<file path="src/rtl/sct_pkg.sv">
// Shared types and constants for the sorted client table.
// Used by sct_ctrl, sct_datapath, sorted_client_table and the testbench; depends on nothing.
`default_nettype none

package sct_pkg;

   // Widths of the word fields as they appear on the ports.
   localparam int REQ_W       = 2;
   localparam int IN_KEY_W    = 32;
   localparam int STATUS_W    = 3;
   localparam int POS_W       = 7;
   localparam int RSP_DATA_W  = 24;

   // Request kinds carried on req_tuser.
   localparam logic [REQ_W-1:0] REQ_LOOKUP  = 2'd0;
   localparam logic [REQ_W-1:0] REQ_ATTACH  = 2'd1;
   localparam logic [REQ_W-1:0] REQ_DISCARD = 2'd2;

   // Result status codes.
   localparam logic [STATUS_W-1:0] ST_OK        = 3'd0;
   localparam logic [STATUS_W-1:0] ST_PRESENT   = 3'd1;
   localparam logic [STATUS_W-1:0] ST_NOT_FOUND = 3'd2;
   localparam logic [STATUS_W-1:0] ST_FULL      = 3'd3;
   localparam logic [STATUS_W-1:0] ST_GONE      = 3'd4;

   // Commands from the controller to the datapath.
   typedef struct packed {
      logic                load;
      logic                search_rd;
      logic                search_cmp;
      logic                ins_init;
      logic                del_init;
      logic                shift_rd_up;
      logic                shift_wr_up;
      logic                write_key;
      logic                shift_rd_dn;
      logic                shift_wr_dn;
      logic                count_inc;
      logic                count_dec;
      logic                result;
      logic [STATUS_W-1:0] result_status;
      logic                result_use_pos;
   } cmd_type;

   // Status from the datapath to the controller.
   typedef struct packed {
      logic search_done;
      logic found;
      logic full;
      logic at_pos;
      logic at_last;
      logic out_free;
   } stat_type;

endpackage

`default_nettype wire

</file>
<file path="src/rtl/sct_datapath.sv">
// Datapath of the sorted client table: key memory, search bounds, sweep index,
// entry count and the result register. Depends on sct_pkg.
`default_nettype none

module sct_datapath #(
   parameter int MAX_CLIENTS = 64,
   parameter int KEY_WIDTH   = 32
) (
   input  wire logic                           clock,
   input  wire logic                           reset,
   input  wire sct_pkg::cmd_type               cmd,
   output sct_pkg::stat_type                   stat,
   input  wire logic [sct_pkg::IN_KEY_W-1:0]   req_tdata,
   input  wire logic                           rsp_tready,
   output logic                                rsp_tvalid,
   output logic [sct_pkg::RSP_DATA_W-1:0]      rsp_tdata
);
   import sct_pkg::*;

   localparam int AW = (MAX_CLIENTS > 1) ? $clog2(MAX_CLIENTS) : 1;
   localparam int CW = $clog2(MAX_CLIENTS + 1);
   localparam logic [CW-1:0] ONE = CW'(1);
   localparam logic [CW-1:0] MAX_COUNT = CW'(MAX_CLIENTS);

   logic [KEY_WIDTH-1:0] mem [MAX_CLIENTS];

   logic [KEY_WIDTH-1:0] key_ff;
   logic [KEY_WIDTH-1:0] rd_data_ff;
   logic [CW-1:0]        lo_ff;
   logic [CW-1:0]        hi_ff;
   logic [CW-1:0]        mid_ff;
   logic [CW-1:0]        idx_ff;
   logic [CW-1:0]        count_ff;
   logic                 found_ff;
   logic                 rsp_valid_ff;
   logic [RSP_DATA_W-1:0] rsp_data_ff;

   logic [KEY_WIDTH+IN_KEY_W-1:0] key_ext;
   logic [KEY_WIDTH-1:0]          key_in;
   logic [CW:0]                   mid_sum;
   logic [CW-1:0]                 mid;
   logic [CW-1:0]                 idx_dn;
   logic [CW-1:0]                 idx_up;
   logic [AW-1:0]                 rd_addr;
   logic [CW+POS_W-1:0]           pos_ext;
   logic [CW+POS_W-1:0]           cnt_ext;
   logic [RSP_DATA_W-1:0]         rsp_data_in;

   assign key_ext = {{KEY_WIDTH{1'b0}}, req_tdata};
   assign key_in  = key_ext[KEY_WIDTH-1:0];
   assign mid_sum = {1'b0, lo_ff} + {1'b0, hi_ff};
   assign mid     = mid_sum[CW:1];
   assign idx_dn  = idx_ff - ONE;
   assign idx_up  = idx_ff + ONE;

   always_comb begin
      if (cmd.shift_rd_up) begin
         rd_addr = idx_dn[AW-1:0];
      end else if (cmd.shift_rd_dn) begin
         rd_addr = idx_up[AW-1:0];
      end else begin
         rd_addr = mid[AW-1:0];
      end
   end

   always_ff @(posedge clock) begin
      rd_data_ff <= mem[rd_addr];
      if (cmd.write_key) begin
         mem[idx_ff[AW-1:0]] <= key_ff;
      end else if (cmd.shift_wr_up || cmd.shift_wr_dn) begin
         mem[idx_ff[AW-1:0]] <= rd_data_ff;
      end
   end

   always_ff @(posedge clock) begin
      if (cmd.load) begin
         key_ff   <= key_in;
         lo_ff    <= '0;
         hi_ff    <= count_ff;
         found_ff <= 1'b0;
      end
      if (cmd.search_rd) begin
         mid_ff <= mid;
      end
      if (cmd.search_cmp) begin
         if (rd_data_ff < key_ff) begin
            lo_ff <= mid_ff + ONE;
         end else begin
            hi_ff <= mid_ff;
         end
         if (rd_data_ff == key_ff) begin
            found_ff <= 1'b1;
         end
      end
      if (cmd.ins_init) begin
         idx_ff <= count_ff;
      end else if (cmd.del_init) begin
         idx_ff <= lo_ff;
      end else if (cmd.shift_wr_up) begin
         idx_ff <= idx_dn;
      end else if (cmd.shift_wr_dn) begin
         idx_ff <= idx_up;
      end
   end

   assign pos_ext = {{POS_W{1'b0}}, (cmd.result_use_pos ? lo_ff : {CW{1'b0}})};
   assign cnt_ext = {{POS_W{1'b0}}, count_ff};
   assign rsp_data_in = {{(RSP_DATA_W - STATUS_W - 2 * POS_W){1'b0}},
                         cnt_ext[POS_W-1:0], pos_ext[POS_W-1:0], cmd.result_status};

   always_ff @(posedge clock) begin
      if (reset) begin
         count_ff     <= '0;
         rsp_valid_ff <= 1'b0;
      end else begin
         if (cmd.count_inc) begin
            count_ff <= count_ff + ONE;
         end else if (cmd.count_dec) begin
            count_ff <= count_ff - ONE;
         end
         if (cmd.result) begin
            rsp_valid_ff <= 1'b1;
         end else if (rsp_tready) begin
            rsp_valid_ff <= 1'b0;
         end
      end
   end

   always_ff @(posedge clock) begin
      if (cmd.result) begin
         rsp_data_ff <= rsp_data_in;
      end
   end

   assign stat.search_done = !(lo_ff < hi_ff);
   assign stat.found       = found_ff;
   assign stat.full        = (count_ff == MAX_COUNT);
   assign stat.at_pos      = (idx_ff == lo_ff);
   assign stat.at_last     = (idx_up == count_ff);
   assign stat.out_free    = !rsp_valid_ff || rsp_tready;

   assign rsp_tvalid = rsp_valid_ff;
   assign rsp_tdata  = rsp_data_ff;

endmodule

`default_nettype wire

</file>
<file path="src/rtl/sct_ctrl.sv">
// Controller of the sorted client table: sequences search, insert and remove
// sweeps and holds the server_present register. Depends on sct_pkg.
`default_nettype none

module sct_ctrl (
   input  wire logic                        clock,
   input  wire logic                        reset,
   input  wire logic                        req_tvalid,
   output logic                             req_tready,
   input  wire logic [sct_pkg::REQ_W-1:0]   req_tuser,
   input  wire logic                        csr_we,
   input  wire logic                        csr_wdata,
   input  wire sct_pkg::stat_type           stat,
   output sct_pkg::cmd_type                 cmd
);
   import sct_pkg::*;

   typedef enum logic [3:0] {
      S_IDLE,
      S_SEARCH,
      S_COMPARE,
      S_DECIDE,
      S_INS_CHECK,
      S_INS_WRITE,
      S_DEL_CHECK,
      S_DEL_WRITE,
      S_REPLY
   } state_type;

   state_type           state_ff, state_in;
   logic [REQ_W-1:0]    req_type_ff;
   logic                server_ff;
   logic [STATUS_W-1:0] reply_status_ff, reply_status_in;
   logic                reply_pos_ff, reply_pos_in;

   always_comb begin
      state_in        = state_ff;
      reply_status_in = reply_status_ff;
      reply_pos_in    = reply_pos_ff;
      cmd             = '0;
      cmd.result_status  = reply_status_ff;
      cmd.result_use_pos = reply_pos_ff;
      unique case (state_ff)
         S_IDLE: begin
            if (req_tvalid) begin
               cmd.load = 1'b1;
               state_in = S_SEARCH;
            end
         end
         S_SEARCH: begin
            if (stat.search_done) begin
               state_in = S_DECIDE;
            end else begin
               cmd.search_rd = 1'b1;
               state_in      = S_COMPARE;
            end
         end
         S_COMPARE: begin
            cmd.search_cmp = 1'b1;
            state_in       = S_SEARCH;
         end
         S_DECIDE: begin
            reply_status_in = ST_NOT_FOUND;
            reply_pos_in    = 1'b0;
            state_in        = S_REPLY;
            case (req_type_ff)
               REQ_LOOKUP: begin
                  if (stat.found) begin
                     reply_status_in = ST_OK;
                     reply_pos_in    = 1'b1;
                  end
               end
               REQ_ATTACH: begin
                  if (stat.found) begin
                     reply_status_in = ST_PRESENT;
                     reply_pos_in    = 1'b1;
                  end else if (!server_ff) begin
                     reply_status_in = ST_GONE;
                  end else if (stat.full) begin
                     reply_status_in = ST_FULL;
                  end else begin
                     reply_status_in = ST_OK;
                     reply_pos_in    = 1'b1;
                     cmd.ins_init    = 1'b1;
                     state_in        = S_INS_CHECK;
                  end
               end
               REQ_DISCARD: begin
                  if (stat.found) begin
                     reply_status_in = ST_OK;
                     reply_pos_in    = 1'b1;
                     cmd.del_init    = 1'b1;
                     state_in        = S_DEL_CHECK;
                  end
               end
               default: begin
               end
            endcase
         end
         S_INS_CHECK: begin
            if (stat.at_pos) begin
               cmd.write_key = 1'b1;
               cmd.count_inc = 1'b1;
               state_in      = S_REPLY;
            end else begin
               cmd.shift_rd_up = 1'b1;
               state_in        = S_INS_WRITE;
            end
         end
         S_INS_WRITE: begin
            cmd.shift_wr_up = 1'b1;
            state_in        = S_INS_CHECK;
         end
         S_DEL_CHECK: begin
            if (stat.at_last) begin
               cmd.count_dec = 1'b1;
               state_in      = S_REPLY;
            end else begin
               cmd.shift_rd_dn = 1'b1;
               state_in        = S_DEL_WRITE;
            end
         end
         S_DEL_WRITE: begin
            cmd.shift_wr_dn = 1'b1;
            state_in        = S_DEL_CHECK;
         end
         S_REPLY: begin
            if (stat.out_free) begin
               cmd.result = 1'b1;
               state_in   = S_IDLE;
            end
         end
         default: begin
            state_in = S_IDLE;
         end
      endcase
   end

   assign req_tready = (state_ff == S_IDLE);

   always_ff @(posedge clock) begin
      if (reset) begin
         state_ff  <= S_IDLE;
         server_ff <= 1'b1;
      end else begin
         state_ff <= state_in;
         if (csr_we) begin
            server_ff <= csr_wdata;
         end
      end
      if (state_ff == S_IDLE && req_tvalid) begin
         req_type_ff <= req_tuser;
      end
      reply_status_ff <= reply_status_in;
      reply_pos_ff    <= reply_pos_in;
   end

endmodule

`default_nettype wire

</file>
<file path="src/rtl/sorted_client_table.sv">
// Sorted client table: one request word in, one result word out. Each request runs a
// binary search of the key memory; an attach or a discard that changes the table adds
// a sweep over the key memory. One request is in work at a time: the block is ready for
// the next word in the cycle after the result word is loaded, and that load waits while
// an untaken result is still held.
// Reset clears the entry count and sets server_present; key memory is left unwritten.
`default_nettype none

module sorted_client_table #(
   parameter int MAX_CLIENTS = 64,
   parameter int KEY_WIDTH   = 32
) (
   input  wire logic                          clock,
   input  wire logic                          reset,
   // Request channel.
   input  wire logic                          req_tvalid,
   output logic                               req_tready,
   // tdata: client_key [31:0].
   input  wire logic [sct_pkg::IN_KEY_W-1:0]  req_tdata,
   // tuser: req_type [1:0].
   input  wire logic [sct_pkg::REQ_W-1:0]     req_tuser,
   // Result channel.
   output logic                               rsp_tvalid,
   input  wire logic                          rsp_tready,
   // tdata: status [2:0], position [9:3], entry_count [16:10], zeros above.
   output logic [sct_pkg::RSP_DATA_W-1:0]     rsp_tdata,
   // Configuration: server_present.
   input  wire logic                          csr_we,
   input  wire logic                          csr_wdata
);
   import sct_pkg::*;

   // The controller walks each request through a binary search of the key
   // memory, then, for an attach or a discard, through a sweep that moves the
   // later entries by one place. Each search step and each moved entry has a
   // read state, then a compare or write state; the read data is registered.
   cmd_type  cmd;
   stat_type stat;

   sct_ctrl u_ctrl (
      .clock      (clock),
      .reset      (reset),
      .req_tvalid (req_tvalid),
      .req_tready (req_tready),
      .req_tuser  (req_tuser),
      .csr_we     (csr_we),
      .csr_wdata  (csr_wdata),
      .stat       (stat),
      .cmd        (cmd)
   );

   // The datapath holds the keys, the search bounds and the result register,
   // so a finished word can wait for rsp_tready while the next request is taken.
   sct_datapath #(
      .MAX_CLIENTS (MAX_CLIENTS),
      .KEY_WIDTH   (KEY_WIDTH)
   ) u_datapath (
      .clock      (clock),
      .reset      (reset),
      .cmd        (cmd),
      .stat       (stat),
      .req_tdata  (req_tdata),
      .rsp_tready (rsp_tready),
      .rsp_tvalid (rsp_tvalid),
      .rsp_tdata  (rsp_tdata)
   );

endmodule

`default_nettype wire

</file>
<file path="config.mk">
export PLATFORM = sky130hd
export DESIGN_NAME = sorted_client_table
export DESIGN_NICKNAME = d
export VERILOG_FILES = /design/src/rtl/sct_pkg.sv /design/src/rtl/sct_datapath.sv /design/src/rtl/sct_ctrl.sv /design/src/rtl/sorted_client_table.sv
export SDC_FILE = /design/constraint.sdc
export NUM_CORES = 2
export LEC_CHECK = 0
export BUFFER_PORTS_ARGS = -buffer_cell sky130_fd_sc_hd__clkbuf_2
export CORE_UTILIZATION = 40
export DETAILED_ROUTE_END_ITERATION = 10
export PLACE_DENSITY = 0.67
export SLEW_MARGIN = 10
export SYNTH_ARGS = -nofsm -noshare
export SYNTH_HDL_FRONTEND = slang
export SYNTH_SLANG_ARGS = --single-unit
</file>
<file path="constraint.sdc">
create_clock -name clock -period 4.35 [get_ports clock]
set_input_delay 0.6525 -clock clock [delete_from_list [all_inputs] [get_ports clock]]
set_output_delay 0.6525 -clock clock [all_outputs]
set_load 0.1 [all_outputs]
</file>
Yosys cells after proc, flatten, opt, wreduce, memory -nomap -nowiden
Memory sizes are Yosys's and may differ from the RTL's. A register that Yosys moved wholly into a read port is not among the register bits.
Index checks and enable logic that the tools add are counted.
Widths: inputs -> output; s select.

word-level totals
  register bits after elaboration = 97
  memory bits (writable) = 2,048
  input port bits = 40
  logic and storage cells = 119
  memories kept = 1

memory list
  name            words  bits a word  rd ports  clocked after Yosys merged registers in  wr ports  RTL line            RTL
  u_datapath.mem  64     32           1         1                                        1         sct_datapath.sv:25  logic [KEY_WIDTH-1:0] mem [MAX_CLIENTS];

cells by class
  add/subtract/negate cells = 6
  order comparisons = 2
  equality and inequality tests = 16
  mux-type cells = 67
  bitwise gates (word level) = 1
  reductions and logical operators = 11

operators with widths
  operator             count
  $mux 7               12
  $pmux 4 s9           1
  $mux 1               35
  $eq 32x32->1         1
  $lt 32x32->1         1
  $mux 32              1
  $mux 4               8
  $add 7x1->7 const B  3
  $eq 4x3->1 const B   4
  $eq 7x7->1           2
  $sub 7x1->7 const B  2
  $mux 6               2
  $add 7x7->8          1
  $eq 4x2->1 const B   2
  $pmux 4 s2           1
  $eq 7x7->1 const B   1
  $lt 7x7->1           1
  $mux 2               3
  $mux 3               2
  $pmux 3 s2           1
  $eq 4x1->1 const B   1
  $eq 4x4->1 const B   1
  $logic_not 4->1      1
  $ne 2x2->1 const B   2
  12 further kinds     14

Longest topological paths before layout
  depth after elaboration = 8
  gate-level depth with buffers = 18

By module
A second synthesis with hierarchy kept.

unflattened totals
  cell total of the unflattened synthesis = 3,983
  area, all modules = 86,306.5 um2

by module, submodules not included
  module        instances  cells an instance  area each (um2)
  sct_datapath  1          3,897              85,542.0
  sct_ctrl      1          86                 764.5

Worst setup path after synthesis
No wires, ideal clock.

  path kind = flip-flop to flip-flop
  start point = register u_ctrl.state_ff[3]
  end point = memory u_datapath.mem[0][0] (data pin)
  data arrival time = 3.691 ns
  required time = 3.648 ns
  setup slack = -0.044 ns
  cell stages (with the launch flop) = 7
  path buffers = 3
  clock period less this slack = 4.394 ns
  cells stage by stage = dfxtp_1 -> clkbuf_1 -> nor2b_1 -> nand2_1 -> clkbuf_1 -> clkbuf_1 -> o21ai_0

on the way
  cells in the longest elaborated chain, start to end = 7

ends and longest elaborated chain
  item                            RTL line            RTL
  start: declaration              sct_ctrl.sv:30      state_type state_ff, state_in;
  start signal: assignment        sct_ctrl.sv:146     state_ff <= state_in;
  $eq 4x3->1                      sct_ctrl.sv:43      unique case (state_ff)
  $mux 1                          sct_ctrl.sv:43
  $logic_or 1x1->1                sct_datapath.sv:70  end else if (cmd.shift_wr_up || cmd.shift_wr_dn) begin
  $mux 1                          sct_datapath.sv:70
  $mux 1 *                        sct_datapath.sv:68  if (cmd.write_key) begin
  $mux 1 (not written as such) *  sct_datapath.sv:71  mem[idx_ff[AW-1:0]] <= rd_data_ff;
  $mux 32 (no line) *             -
  end: declaration                sct_datapath.sv:25

Every way passes the cells marked *; elsewhere a longest branch is shown, timed or not.

Final worst setup path
  start point = register u_datapath.idx_ff[1]
  end point = register u_datapath.rd_data_ff[17] (read register of u_datapath.mem)

on the way
  cells in the longest elaborated chain, start to end = 6

ends and longest elaborated chain
  item                      RTL line             RTL
  start: declaration        sct_datapath.sv:32   logic [CW-1:0] idx_ff;
  start signal: assignment  sct_datapath.sv:96   idx_ff <= count_ff;
  start signal: assignment  sct_datapath.sv:98   idx_ff <= lo_ff;
  start signal: assignment  sct_datapath.sv:100  idx_ff <= idx_dn;
  $add 7x1->7               sct_datapath.sv:54   assign idx_up = idx_ff + ONE;
  $eq 7x7->1                sct_datapath.sv:139  assign stat.at_last = (idx_up == count_ff);
  $mux 1                    sct_ctrl.sv:115      if (stat.at_last) begin
  $mux 1                    sct_ctrl.sv:43
  $mux 6                    sct_datapath.sv:59   end else if (cmd.shift_rd_dn) begin
  $mux 6 *                  sct_datapath.sv:57   if (cmd.shift_rd_up) begin
  end: declaration          sct_datapath.sv:28   logic [KEY_WIDTH-1:0] rd_data_ff;

Marks and branches as above.
A chain may end at the register's enable or synchronous reset.

==> results.cfg <==
[yosys]
syn_area_per_cell_sq_um = 13.69
yosysWarnings = 0
ys.flop_type = edfxtp_1
yosysTopAreaCell = edfxtp_1
yosysSeqAreaShare_pct = 74.64
synth_cell_type_count = 81
synth_top_area_share_pct = 73.25
synth_area_sq_um = 86780
syn_inst = 6337
synthArstFlopShare_pct = 0
synth_edf_count = 2117
synth-seq-cells = 2177
netlist_top_cells_area = edfxtp_1, nand2_1, a21oi_1

[route]
drcViolationCount = 0
drt_iter0_drc = 8328
num_vias = 57210
drtAntennaViolNets = 0
drt_pass1_iterations = 7
routedWlPerCell_microns = 26.80
wirelength_microns = 259200
post_drt_via_cell_ratio = 5.914

[timing]
setup_viol = 2
period_minus_slack_ps = 4375
clock_skew_ps = 57.24
rsz0062_at_grt = yes
finalMaxSlewViolations = 0
slew_headroom_pct = 13.77
holdWs_ps = 146.5
fmax_mhz = 228.6
finalCritPeriodShare_pct = 100.6
fin_ws_ps = -24.82
tightest_slew_ps = 1289
setup-tns-final_ps = -27.57
hold_violations = 0

[die]
fp.dieH_microns = 467.8
initial_core_util_pct = 40.36
die-area_sq_um = 218800
num_rows = 170
pin_count = 66
die_w_microns = 467.8
core-area_sq_um = 215000

[global_route]
antenna_found_initial = 8
grt_overflow = 0
grtUsageTotal_pct = 23.13
grt_pass1_wl_microns = 371000
grt_max_degree = 80
grt_pass1_vias = 53995

[worst_hold_path]
hold_class = in2reg
hold_end = u_datapath.rsp_tvalid$_SDFFE_PP0P_
worstHoldPathCells = 3
hp-start = rsp_tready

[cells_and_area]
nets = 6740
fin_area_sq_um = 101000
final_layout_size_suffix_gt1_share_pct = 13.83
area_growth_syn_to_layout_pct = 16.41

[status]
outcome = complete, but fails checks
failed_checks = setup timing

[critical_path]
r2r_start = u_datapath.idx_ff[1]$_DFFE_PP_
r2r_cells = 13
cp-end-kind = flip-flop
rr_endpoint = u_datapath.rd_data_ff[17]$_DFF_P_
r2r_slack_ps = -20
path_class = reg2reg
crit_arrival_ps = 5130
cp_max_fo = 25
required_ps = 5100
worstSetupStartpointType = flip-flop

[power]
ir_worst_vdd_v = 0.0006418
p_leak_nw = 33.81
p_per_area_nw_per_um2 = 676.8
total_power_mw = 68.38

[clock_tree]
clockBufferDepth = 3
numCtsBuffers = 212
cts_max_level = 4
numClockSinks = 2177
path_clk_slew_ps = 60
insertion_delay_ps = 880
cts_tree = built
cts_root_buf = clkbuf_16

[placed_design]
globalplace.congestion = 0.9149
place_ws_ps = -494.0
dp_hpwl_microns = 150400
dpl_cell_area_sq_um = 93400
io_buffers = 58

[job]
drv_cap = 0
==> through the flow <==
step | util, % | cells
after floorplan | - | 6343
after detailed placement | 43.43 | 9218
after global routing | 46.97 | 9667
final | 46.98 | 9673
after global placement | 43.43 | 9218
after CTS | 46.84 | 9657
==> cells in the mapped netlist (14+ instances only) <==
library cell  instances
edfxtp_1           2117
nand2_1            1405
a21oi_1             708
nand3_1             409
buf_2               203
clkbuf_1            136
a211oi_1            114
nor2_1              107
a22oi_1              89
a31oi_1              87
a32oi_1              84
a21o_1               67
dfxtp_1              60
inv_1                56
ha_1                 55
buf_1                49
and3_1               48
nand4_1              45
mux2_2               44
mux2i_1              42
a222oi_1             39
o21ai_0              31
a21boi_0             30
buf_4                29
nor3_1               25
o211ai_1             22
xnor2_1              22
o22a_1               19
xor2_1               18
nand2b_1             14
==> layout make-up <==
class | instances | area [sq um]
Sequential cell | 2177 | 64770
Timing Repair Buffer | 513 | 5085
Tap cell | 2838 | 3551
Antenna cell | 7 | 17.52
Multi-Input combinational cell | 3682 | 20580
Inverter | 57 | 214.0
Fill cell | 18059 | 114000
Clock inverter | 127 | 1145
Clock buffer | 272 | 5660
==> worst max path at each step <==
stage | startpoint | end | slack [ps] | cells after the start
global placement | u_datapath.idx_ff[1]$_DFFE_PP_ | u_datapath.rd_data_ff[25]$_DFF_P_ | -530 | 15
finish | u_datapath.idx_ff[1]$_DFFE_PP_ | u_datapath.rd_data_ff[17]$_DFF_P_ | -20 | 13
CTS | u_datapath.idx_ff[1]$_DFFE_PP_ | u_datapath.rd_data_ff[5]$_DFF_P_ | 4 | 14
global route | u_datapath.idx_ff[0]$_DFFE_PP_ | u_datapath.rd_data_ff[17]$_DFF_P_ | -60 | 13
floorplan | u_datapath.idx_ff[0]$_DFFE_PP_ | u_datapath.mem[7][0]$_DFFE_PP_ | 820 | 8
detailed placement | u_datapath.idx_ff[1]$_DFFE_PP_ | u_datapath.rd_data_ff[25]$_DFF_P_ | -490 | 15
==> power breakdown <==
| part | switching [mW] | leakage (nW) | internal, mW |
|---|---|---|---|
| sequential | 0.426 | 19.5 | 24.3 |
| clock | 7.98 | 3.33 | 10.0 |
| combinational | 17.3 | 10.9 | 8.40 |
==> cells in the final DEF (no fill, tap or decap), drive strengths merged, types with 14 or more instances in the layout <==
| cell | netlist | layout |
|---|---|---|
| a211oi | 115 | 115 |
| xor2 | 18 | 18 |
| nand3 | 411 | 411 |
| o22a | 19 | 19 |
| a32oi | 84 | 84 |
| dlygate4sd3 | 0 | 36 |
| inv | 56 | 65 |
| mux2i | 42 | 42 |
| nand2 | 1405 | 1405 |
| o21ai | 36 | 36 |
| a21oi | 708 | 708 |
| a21boi | 30 | 30 |
| nand2b | 14 | 14 |
| a21o | 67 | 67 |
| clkinv | 1 | 103 |
| a31oi | 87 | 87 |
| buf | 291 | 417 |
| nand4 | 45 | 45 |
| xnor2 | 22 | 22 |
| o211ai | 22 | 22 |
| a222oi | 39 | 39 |
| ha | 55 | 55 |
| nor2 | 112 | 112 |
| a22oi | 89 | 89 |
| dfxtp | 60 | 60 |
| clkbuf | 136 | 332 |
| mux2 | 44 | 44 |
| and3 | 49 | 49 |
| nor3 | 25 | 25 |
| edfxtp | 2117 | 2117 |
==> timing repair <==
item | 4_1_cts | 5_1_grt
hold buffers | 36 | 0
pin swaps | 3 | 8
resized for setup | 19 | 32
endpoints found under the hold margin | 35 | 0
setup buffers | 4 | 7
endpoints found under the setup margin | 19 | 29
gates cloned | 0 | 2
==> routing by layer <==
layer / vias to the layer above / GRT usage (%) / share of wire, %
li1: 24478 / - / -
met1: 28572 / 31.22 / 38
met2: 3641 / 35.86 / 46
met3: 515 / 4.818 / 12
met4: 4 / 10.69 / 4.8
met5: - / 0 / 0.0085
==> flip-flops by register name, indices dropped and copies added (netlist names) <==
| name | flops |
|---|---|
| u_datapath.mid_ff | 7 |
| u_datapath.hi_ff | 7 |
| u_datapath.lo_ff | 7 |
| u_datapath.rd_data_ff | 32 |
| u_datapath.found_ff | 1 |
| u_datapath.rsp_tdata | 17 |
| u_ctrl.req_type_ff | 2 |
| u_ctrl.state_ff | 4 |
| u_datapath.mem | 2048 |
| u_ctrl.reply_status_ff | 3 |
| u_datapath.count_ff | 7 |
| u_datapath.key_ff | 32 |
| u_datapath.idx_ff | 7 |
| u_datapath.rsp_tvalid | 1 |
| u_ctrl.server_ff | 1 |
| u_ctrl.reply_pos_ff | 1 |
==> worst max-delay path, stage by stage, from the launching register on <==
cell and delay, ps:
edfxtp_1 460, ha_2 260, o21ba_1 220, a221oi_4 360, o21a_2 220, a31oi_2 190, o311ai_2 550, buf_4 260
nand2_2 190, buf_12 250, o22a_1 250, o211ai_1 550, a31oi_4 180, and3_1 270
==> cells by family (layout without fill, tap and decap cells) <==
kind of cell / Yosys count / in the layout / share of synthesized area, %
flops: 2177 / 2177 / 74.64
simple gates: 2109 / 2109 / 10.27
compound gates: 1378 / 1378 / 10.06
buf+inv: 484 / 969 / 2.598
mux: 89 / 89 / 1.133
fa+ha+maj: 57 / 57 / 0.8391
xor+xnor: 42 / 42 / 0.4556
other cells: 1 / 14 / 0.004321
Note: power is estimated with default switching activity, not from simulation.
